<file path="src/rtl/stag_pkg.sv">
// Package with the register map and fixed field widths of the strided address generator.
`timescale 1ns / 1ps
`default_nettype none

package stag_pkg;

    // Number of size registers and of stride registers.
    localparam int NREGS = 4;

    // Fixed widths of the register fields.
    localparam int SIZE_W   = 13;
    localparam int STRIDE_W = 24;

    // Configuration port widths.
    localparam int CFG_INDEX_W = 4;
    localparam int CFG_DATA_W  = 24;

    // Register indexes.
    localparam logic [CFG_INDEX_W-1:0] REG_SIZE_D0   = 4'd0;
    localparam logic [CFG_INDEX_W-1:0] REG_SIZE_D1   = 4'd1;
    localparam logic [CFG_INDEX_W-1:0] REG_SIZE_D2   = 4'd2;
    localparam logic [CFG_INDEX_W-1:0] REG_SIZE_D3   = 4'd3;
    localparam logic [CFG_INDEX_W-1:0] REG_STRIDE_D0 = 4'd4;
    localparam logic [CFG_INDEX_W-1:0] REG_STRIDE_D1 = 4'd5;
    localparam logic [CFG_INDEX_W-1:0] REG_STRIDE_D2 = 4'd6;
    localparam logic [CFG_INDEX_W-1:0] REG_STRIDE_D3 = 4'd7;

    // Reset values of the registers.
    localparam logic [SIZE_W-1:0]   SIZE_RESET         = 13'd1;
    localparam logic [STRIDE_W-1:0] STRIDE_RESET       = 24'd0;
    localparam logic [STRIDE_W-1:0] STRIDE_INNER_RESET = 24'd1;

endpackage

`default_nettype wire

</file>
<file path="src/rtl/strided_tensor_address_generator.sv">
// Strided N-dimensional address generator: counter walk and registered address pipeline.
// Pipeline: four register stages; an accepted transaction loads into the first at the
// accepting edge and leaves from the fourth. Throughput: one transaction per cycle
// unless the output stalls; the index carry chain updates in the accept cycle.
// Stall on the output freezes the pipeline from the back; empty stages still fill.
// Reset (rst_n, asynchronous, active low) clears the counters, the destination position,
// the stage valid flags, and returns sizes to 1, inner stride to 1 and other strides to 0.
`timescale 1ns / 1ps
`default_nettype none

module strided_tensor_address_generator #(
    parameter int NUM_DIMS  = 4,
    parameter int DIM_BITS  = 12,
    parameter int ADDR_BITS = 24
) (
    input  wire logic                                clk,
    input  wire logic                                rst_n,

    // Input channel: one transaction per requested element.
    input  wire logic                                in_valid,
    output logic                                     in_stall,
    input  wire logic                                restart,

    // Output channel.
    output logic                                     out_valid,
    input  wire logic                                out_stall,
    output logic [ADDR_BITS-1:0]                     src_address,
    output logic [ADDR_BITS-1:0]                     dst_index,
    output logic                                     last,
    output logic                                     out_of_range,

    // Configuration write channel.
    input  wire logic                                cfg_valid,
    output logic                                     cfg_ready,
    input  wire logic [stag_pkg::CFG_INDEX_W-1:0]    cfg_index,
    input  wire logic [stag_pkg::CFG_DATA_W-1:0]     cfg_data
);

    localparam int NREGS    = stag_pkg::NREGS;
    localparam int SIZE_W   = stag_pkg::SIZE_W;
    localparam int STRIDE_W = stag_pkg::STRIDE_W;

    // Product of one index and one stride, and the pairwise sum of two products.
    localparam int PROD_W = DIM_BITS + STRIDE_W;
    localparam int PAIR_W = PROD_W + 1;
    localparam int PAIRS  = (NUM_DIMS + 1) / 2;

    // The full sum always has at least one bit above the address range, so that
    // the overflow check is a plain OR of the upper bits.
    localparam int SUM_RAW_W = PAIR_W + $clog2(PAIRS);
    localparam int SUM_W     = (SUM_RAW_W > ADDR_BITS) ? SUM_RAW_W : ADDR_BITS + 1;

    // Width in which the incremented index is compared against the size.
    localparam int CMP_W = (SIZE_W > DIM_BITS) ? SIZE_W : DIM_BITS + 1;
    localparam logic [CMP_W-1:0] DIM_MAX = CMP_W'({1'b1, {DIM_BITS{1'b0}}});

    // ---------------------------------------------------------------------
    // Configuration registers. Writes are always accepted; an index beyond
    // the register map is dropped.
    // ---------------------------------------------------------------------
    logic [SIZE_W-1:0]   size_reg   [NREGS];
    logic [STRIDE_W-1:0] stride_reg [NREGS];

    assign cfg_ready = 1'b1;

    always_ff @(posedge clk or negedge rst_n)
    begin
        if (!rst_n)
        begin
            for (int r = 0; r < NREGS; r++)
            begin
                size_reg[r]   <= stag_pkg::SIZE_RESET;
                stride_reg[r] <= stag_pkg::STRIDE_RESET;
            end
            stride_reg[NREGS-1] <= stag_pkg::STRIDE_INNER_RESET;
        end
        else if (cfg_valid && cfg_ready)
        begin
            unique case (cfg_index)
                stag_pkg::REG_SIZE_D0:   size_reg[0]   <= cfg_data[SIZE_W-1:0];
                stag_pkg::REG_SIZE_D1:   size_reg[1]   <= cfg_data[SIZE_W-1:0];
                stag_pkg::REG_SIZE_D2:   size_reg[2]   <= cfg_data[SIZE_W-1:0];
                stag_pkg::REG_SIZE_D3:   size_reg[3]   <= cfg_data[SIZE_W-1:0];
                stag_pkg::REG_STRIDE_D0: stride_reg[0] <= cfg_data[STRIDE_W-1:0];
                stag_pkg::REG_STRIDE_D1: stride_reg[1] <= cfg_data[STRIDE_W-1:0];
                stag_pkg::REG_STRIDE_D2: stride_reg[2] <= cfg_data[STRIDE_W-1:0];
                stag_pkg::REG_STRIDE_D3: stride_reg[3] <= cfg_data[STRIDE_W-1:0];
                default:
                begin
                end
            endcase
        end
    end

    // ---------------------------------------------------------------------
    // Effective size and stride per dimension. The four registers cover the
    // innermost four dimensions; extra outer dimensions have size 1 and
    // stride 0. A size of zero acts as one, and a size beyond the counter
    // range saturates to the full counter range.
    // ---------------------------------------------------------------------
    logic [CMP_W-1:0]    eff_size   [NUM_DIMS];
    logic [STRIDE_W-1:0] eff_stride [NUM_DIMS];

    for (genvar d = 0; d < NUM_DIMS; d++)
    begin : g_dim
        localparam int R = d - (NUM_DIMS - NREGS);
        if (R >= 0)
        begin : g_map
            logic [CMP_W-1:0] raw_size;
            assign raw_size      = CMP_W'(size_reg[R]);
            assign eff_size[d]   = (raw_size == '0)     ? CMP_W'(1) :
                                   (raw_size > DIM_MAX) ? DIM_MAX   : raw_size;
            assign eff_stride[d] = stride_reg[R];
        end
        else
        begin : g_pad
            assign eff_size[d]   = CMP_W'(1);
            assign eff_stride[d] = '0;
        end
    end

    // ---------------------------------------------------------------------
    // Pipeline flow control. A stage moves on when it is empty or when the
    // stage after it moves on, so bubbles collapse and the input keeps
    // flowing while a finished result waits at the output.
    // ---------------------------------------------------------------------
    logic s1_vld_reg;
    logic s2_vld_reg;
    logic s3_vld_reg;
    logic s4_vld_reg;
    logic adv1;
    logic adv2;
    logic adv3;
    logic adv4;
    logic in_accept;

    assign adv4      = !s4_vld_reg || !out_stall;
    assign adv3      = !s3_vld_reg || adv4;
    assign adv2      = !s2_vld_reg || adv3;
    assign adv1      = !s1_vld_reg || adv2;
    assign in_stall  = !adv1;
    assign in_accept = in_valid && !in_stall;
    assign out_valid = s4_vld_reg;

    always_ff @(posedge clk or negedge rst_n)
    begin
        if (!rst_n)
        begin
            s1_vld_reg <= 1'b0;
            s2_vld_reg <= 1'b0;
            s3_vld_reg <= 1'b0;
            s4_vld_reg <= 1'b0;
        end
        else
        begin
            if (adv1)
            begin
                s1_vld_reg <= in_valid;
            end
            if (adv2)
            begin
                s2_vld_reg <= s1_vld_reg;
            end
            if (adv3)
            begin
                s3_vld_reg <= s2_vld_reg;
            end
            if (adv4)
            begin
                s4_vld_reg <= s3_vld_reg;
            end
        end
    end

    // ---------------------------------------------------------------------
    // Walk state: one index counter per dimension and the destination
    // position. Restart zeroes them before the current element is taken.
    // The carry runs from the innermost dimension outward; a carry out of
    // the outermost dimension marks the final element and wraps the walk.
    // ---------------------------------------------------------------------
    logic [DIM_BITS-1:0]  dim_index_reg [NUM_DIMS];
    logic [DIM_BITS-1:0]  dim_index_next[NUM_DIMS];
    logic [DIM_BITS-1:0]  cur_idx       [NUM_DIMS];
    logic [CMP_W-1:0]     idx_inc       [NUM_DIMS];
    logic [NUM_DIMS:0]    carry;
    logic                 cur_last;
    logic [ADDR_BITS-1:0] pos_reg;
    logic [ADDR_BITS-1:0] pos_next;
    logic [ADDR_BITS-1:0] cur_pos;

    always_comb
    begin
        carry[NUM_DIMS] = 1'b1;
        for (int d = NUM_DIMS - 1; d >= 0; d--)
        begin
            cur_idx[d] = restart ? '0 : dim_index_reg[d];
            idx_inc[d] = CMP_W'(cur_idx[d]) + CMP_W'(1);
            dim_index_next[d] = cur_idx[d];
            carry[d] = 1'b0;
            if (carry[d+1])
            begin
                // An index at or past its size (size lowered mid-walk) also wraps.
                if (idx_inc[d] >= eff_size[d])
                begin
                    dim_index_next[d] = '0;
                    carry[d] = 1'b1;
                end
                else
                begin
                    dim_index_next[d] = idx_inc[d][DIM_BITS-1:0];
                end
            end
        end
        cur_last = carry[0];
        cur_pos  = restart ? '0 : pos_reg;
        pos_next = cur_last ? '0 : cur_pos + ADDR_BITS'(1);
    end

    always_ff @(posedge clk or negedge rst_n)
    begin
        if (!rst_n)
        begin
            for (int d = 0; d < NUM_DIMS; d++)
            begin
                dim_index_reg[d] <= '0;
            end
            pos_reg <= '0;
        end
        else if (in_accept)
        begin
            dim_index_reg <= dim_index_next;
            pos_reg       <= pos_next;
        end
    end

    // ---------------------------------------------------------------------
    // Address pipeline.
    //   Stage 1: index vector of the element, destination and last flag.
    //   Stage 2: one index times stride product per dimension.
    //   Stage 3: pairwise sums of the products.
    //   Stage 4: final sum, low address bits and the range check.
    // ---------------------------------------------------------------------
    typedef struct packed {
        logic [ADDR_BITS-1:0] pos;
        logic                 last;
    } tag_t;

    logic [DIM_BITS-1:0] s1_idx_reg [NUM_DIMS];
    tag_t                s1_tag_reg;
    logic [PROD_W-1:0]   s2_prod_reg[NUM_DIMS];
    logic [PROD_W-1:0]   prod_next  [NUM_DIMS];
    tag_t                s2_tag_reg;
    logic [PAIR_W-1:0]   s3_pair_reg[PAIRS];
    logic [PAIR_W-1:0]   pair_next  [PAIRS];
    tag_t                s3_tag_reg;
    logic [SUM_W-1:0]    sum_next;

    always_comb
    begin
        for (int d = 0; d < NUM_DIMS; d++)
        begin
            prod_next[d] = PROD_W'(s1_idx_reg[d]) * PROD_W'(eff_stride[d]);
        end
    end

    for (genvar p = 0; p < PAIRS; p++)
    begin : g_pair
        if (2 * p + 1 < NUM_DIMS)
        begin : g_two
            assign pair_next[p] = PAIR_W'(s2_prod_reg[2*p]) + PAIR_W'(s2_prod_reg[2*p+1]);
        end
        else
        begin : g_one
            assign pair_next[p] = PAIR_W'(s2_prod_reg[2*p]);
        end
    end

    always_comb
    begin
        sum_next = '0;
        for (int p = 0; p < PAIRS; p++)
        begin
            sum_next = sum_next + SUM_W'(s3_pair_reg[p]);
        end
    end

    always_ff @(posedge clk)
    begin
        if (adv1 && in_valid)
        begin
            s1_idx_reg      <= cur_idx;
            s1_tag_reg.pos  <= cur_pos;
            s1_tag_reg.last <= cur_last;
        end
        if (adv2 && s1_vld_reg)
        begin
            s2_prod_reg <= prod_next;
            s2_tag_reg  <= s1_tag_reg;
        end
        if (adv3 && s2_vld_reg)
        begin
            s3_pair_reg <= pair_next;
            s3_tag_reg  <= s2_tag_reg;
        end
        if (adv4 && s3_vld_reg)
        begin
            src_address  <= sum_next[ADDR_BITS-1:0];
            out_of_range <= |sum_next[SUM_W-1:ADDR_BITS];
            dst_index    <= s3_tag_reg.pos;
            last         <= s3_tag_reg.last;
        end
    end

    // ---------------------------------------------------------------------
    // Assertions.
    // ---------------------------------------------------------------------

    // The input stalls only when every stage is full and the output is held.
    a_stall_only_when_full: assert property (@(posedge clk) disable iff (!rst_n)
        in_stall |-> (s1_vld_reg && s2_vld_reg && s3_vld_reg && out_valid && out_stall))
        else $error("input stalled while the pipeline had room");

    // A restart transaction always enters the pipeline at destination zero.
    a_restart_pos_zero: assert property (@(posedge clk) disable iff (!rst_n)
        (in_accept && restart) |=> (s1_tag_reg.pos == '0))
        else $error("restart did not clear the destination position");

    // After the final element the walk wraps to destination zero.
    a_last_wraps: assert property (@(posedge clk) disable iff (!rst_n)
        (in_accept && cur_last) |=> (pos_reg == '0 && dim_index_reg[NUM_DIMS-1] == '0))
        else $error("walk did not wrap after the final element");

    // The final element carries out of the outermost dimension, so its tag says last.
    a_last_tag: assert property (@(posedge clk) disable iff (!rst_n)
        (in_accept && carry[0]) |=> s1_tag_reg.last)
        else $error("last flag lost on entry to the pipeline");

endmodule

`default_nettype wire

</file>
<file path="config.mk">
export PLATFORM = sky130hd
export DESIGN_NAME = strided_tensor_address_generator
export DESIGN_NICKNAME = d
export VERILOG_FILES = /design/src/rtl/stag_pkg.sv /design/src/rtl/strided_tensor_address_generator.sv
export SDC_FILE = /design/constraint.sdc
export NUM_CORES = 2
export LEC_CHECK = 0
export BUFFER_PORTS_ARGS = -buffer_cell sky130_fd_sc_hd__buf_2
export CAP_MARGIN = 0
export CORE_ASPECT_RATIO = 0.5
export CORE_UTILIZATION = 40
export CTS_CLUSTER_SIZE = 25
export DETAILED_ROUTE_END_ITERATION = 10
export HOLD_SLACK_MARGIN = 0.06
export REMOVE_ABC_BUFFERS = 1
export SLEW_MARGIN = 20
export SYNTH_ARGS = -nofsm -noshare
export SYNTH_HDL_FRONTEND = slang
export SYNTH_SLANG_ARGS = --single-unit
</file>
<file path="constraint.sdc">
create_clock -name clk -period 7.97 [get_ports clk]
set_clock_uncertainty 0.15 [all_clocks]
set_input_delay 1.1955 -clock clk [delete_from_list [all_inputs] [get_ports clk]]
set_output_delay 1.1955 -clock clk [all_outputs]
set_load 0.03 [all_outputs]
</file>
==> impl_metrics.yaml <==
hold_path:
  min_path_type: "reg2reg"
synth:
  ys_async_sr_fraction: 0.364
  synthCells: 6402
  synth_fa_ha_area_frac: 0.368
  synth_top_family_by_area: "adder cells"
  synth_area_sq_um: 63800
  ys_types: 96
  synth.avg_cell_area_sq_um: 9.96
  synthFlopType: "edfxtp_1"
  synth-simple-area-share: 0.140
  seq_area_frac_synth: 0.272
  synth_compound_area_frac: 0.0783
  yosysTopAreaCell: "fa_1"
  ys_ff_latch: 615
  synth.top_cells.by_area: "fa_1, edfxtp_1, ha_1"
  synth_top_area_frac: 0.277
  yosys.area_share.xor_xnor: 0.0334
  synth_edf_count: 391
  synthMuxAreaShare: 0.0288
  yosysWarningCount: 0
grt:
  grt_max_degree: 144
  grt_overflow: 0
  grt_pass1_vias: 44800
  grt_use_total: 0.219
  antenna_found_initial: 23
  grt_pass1_wl_microns: 270000
critical_path:
  crit_path_end_kind: "flip-flop"
  cp.required_ps: 8200
  worstPathCellList: "nand2_1 -> fa_1 -> inv_1 -> fa_1 -> fa_1 -> fa_1 -> inv_1 -> fa_1 -> inv_1 -> ha_1 -> o21ai_0 -> a21oi_1 -> nand4b_1 -> o21a_2 -> or4_1 -> o2111ai_1 -> o211ai_2 -> o21ai_1 -> nor3_1 -> o21bai_1 -> a21oi_1 -> xnor2_1"
  worstSetupPathType: "reg2reg"
  start_kind: "flip-flop"
  cp_max_fo: 24
  cp.buffers_inverters: 3
  ff2ff_setup_slack_ps: 1050
  slowest_delay_ps: 1040
  slowest_stage: "edfxtp_1"
  cp_top_family: "adder cells"
  worstPathArrival_ps: 7140
  path_common_cell: "fa_1"
sta:
  slew_violations: 0
  worst_pin_slew_ps: 1150
  period_needed_ps: 6920
  grt_setup_unrepaired: "false"
  tns_ps: 0
  max_slew_margin: 0.231
  setup-violations-final: 0
  max_freq_ghz: 0.145
  fin_crit_sh: 0.868
  hold_viol_final: 0
routing:
  drt_first_iter_violations: 3775
  vias: 44200
  routed_wl_microns: 172000
  drc: 0
  vias_per_cell: 5.20
  drtPass1Iterations: 5
  wire_per_inst_microns: 20.3
  ant_nets: 0
status:
  status: "finished, final reports clean"
die:
  rows: 103
  io_pins: 87
  dieArea_sq_um: 161000
  initial_core_util: 0.404
  die_w_microns: 567
  die_h_microns: 284
  core_area_sq_um: 158000
clock_network:
  numCtsBuffers: 67
  ctsHoldBuffers: 0
  cts_tree: "yes"
  post-cts-setup-buffers: 0
  clk_pin_slew_ps: 70
  clk_path_buf_depth: 3
  cts_root_buf: "clkbuf_16"
  cts_sinks: 615
  htreeDepth: 3
  cts_resized: 0
  clk_latency_ps: 670
cells_and_area:
  drive_gt1_frac: 0.0669
  largest_reg_flops: 144
  final_cell_mix: "inv_1, nand2_1, fa_1, ha_1, edfxtp_1"
  syn2layout_area_growth_pct: 7.37
  mostFrequentLayoutCell: "inv_1"
  fin_nets: 7718
place:
  dp_hpwl_microns: 132000
  io_buffer_count: 85
  place.gp.congestion: 0.917
job:
  maxCapViolCount: 0
[area by class of cell]
cell class,count,area [sq um]
antenna,7,17.5
clock buffer,79,1750
clock inverter,45,505
fill,15100,89500
inverter,1091,4100
multi-input combinational,4444,41400
sequential,615,17400
tap,2100,2630
timing repair buffer,120,738
[cells by family (layout without fill, tap and decap cells)]
kind of cell               after synthesis  in the layout
AOI/OAI and AO/OA                      771            771
xor gates and xnor gates               243            243
adders and majority gates             1345           1345
buffers and inverters                 1343           1335
DFF                                    615            615
muxes                                  165            165
other                                    1              8
and+or+nand+nor                       1919           1919
[final timing paths]
| path | startpoint | to | cells after the start |
|---|---|---|---|
| setup / recovery | s1_idx_reg[6] | s2_prod_reg[35] | 22 |
| hold / removal | s3_tag_reg[5] | dst_index[4] | 0 |
| setup reg to reg | s1_idx_reg[6] | s2_prod_reg[35] | 22 |
| hold reg to reg | s3_tag_reg[5] | dst_index[4] | 0 |
| max in group asynchronous | rst_n | pos_reg[1] | 2 |
| min in group asynchronous | rst_n | eff_stride[47] | 1 |
[cells in the mapped netlist, types with 24 or more instances]
cell and number:
edfxtp_1 391, clkbuf_1 237, a21oi_1 224, xor2_1 72, a31oi_1 24, ha_1 462, nor3_1 42, o21bai_1 36
mux2_2 149, nand3_1 69, inv_1 1089, o21a_1 39, nand2_1 1039, dfrtp_1 219, xnor2_1 171, nor2b_1 93
a21o_1 116, nor2_1 159, fa_1 883, nand2b_1 39, and3_1 48, and2_1 339, o21ai_0 156
[per-stage QoR]
stage	cells	instance area (sq um)	setup slack [ps]	hold slack, ps	utilization
2_1_floorplan	6150	62800	1490	250	-
3_3_place_gp	8370	66200	1210	252	0.419
3_5_place_dp	8370	66200	1160	255	0.419
4_1_cts	8494	68500	1120	269	0.433
5_1_grt	8497	68500	661	272	0.433
6_report	8501	68500	1050	267	0.433
[worst register-to-register path, delay by kind of cell (launching register included)]
kind            cells  cell delay (ps)
fa+ha+maj           6             2890
compound gates      8             1330
flops               1             1040
simple gates        4              960
buf+inv             3              140
xor+xnor            1              120
[metal layers]
| layer | GRT usage | wire length [microns] | up-vias |
|---|---|---|---|
| met3 | 0.0572 | 16300 | 198 |
| met1 | 0.327 | 82100 | 22300 |
| met4 | 0.0574 | 4750 | 6 |
| met2 | 0.311 | 69000 | 1453 |
| li1 | - | - | 20200 |
| met5 | 0 | 41 | - |
Power is not shown: default switching activity piles up to over one toggle a cycle in this logic, so the estimate is an artifact.
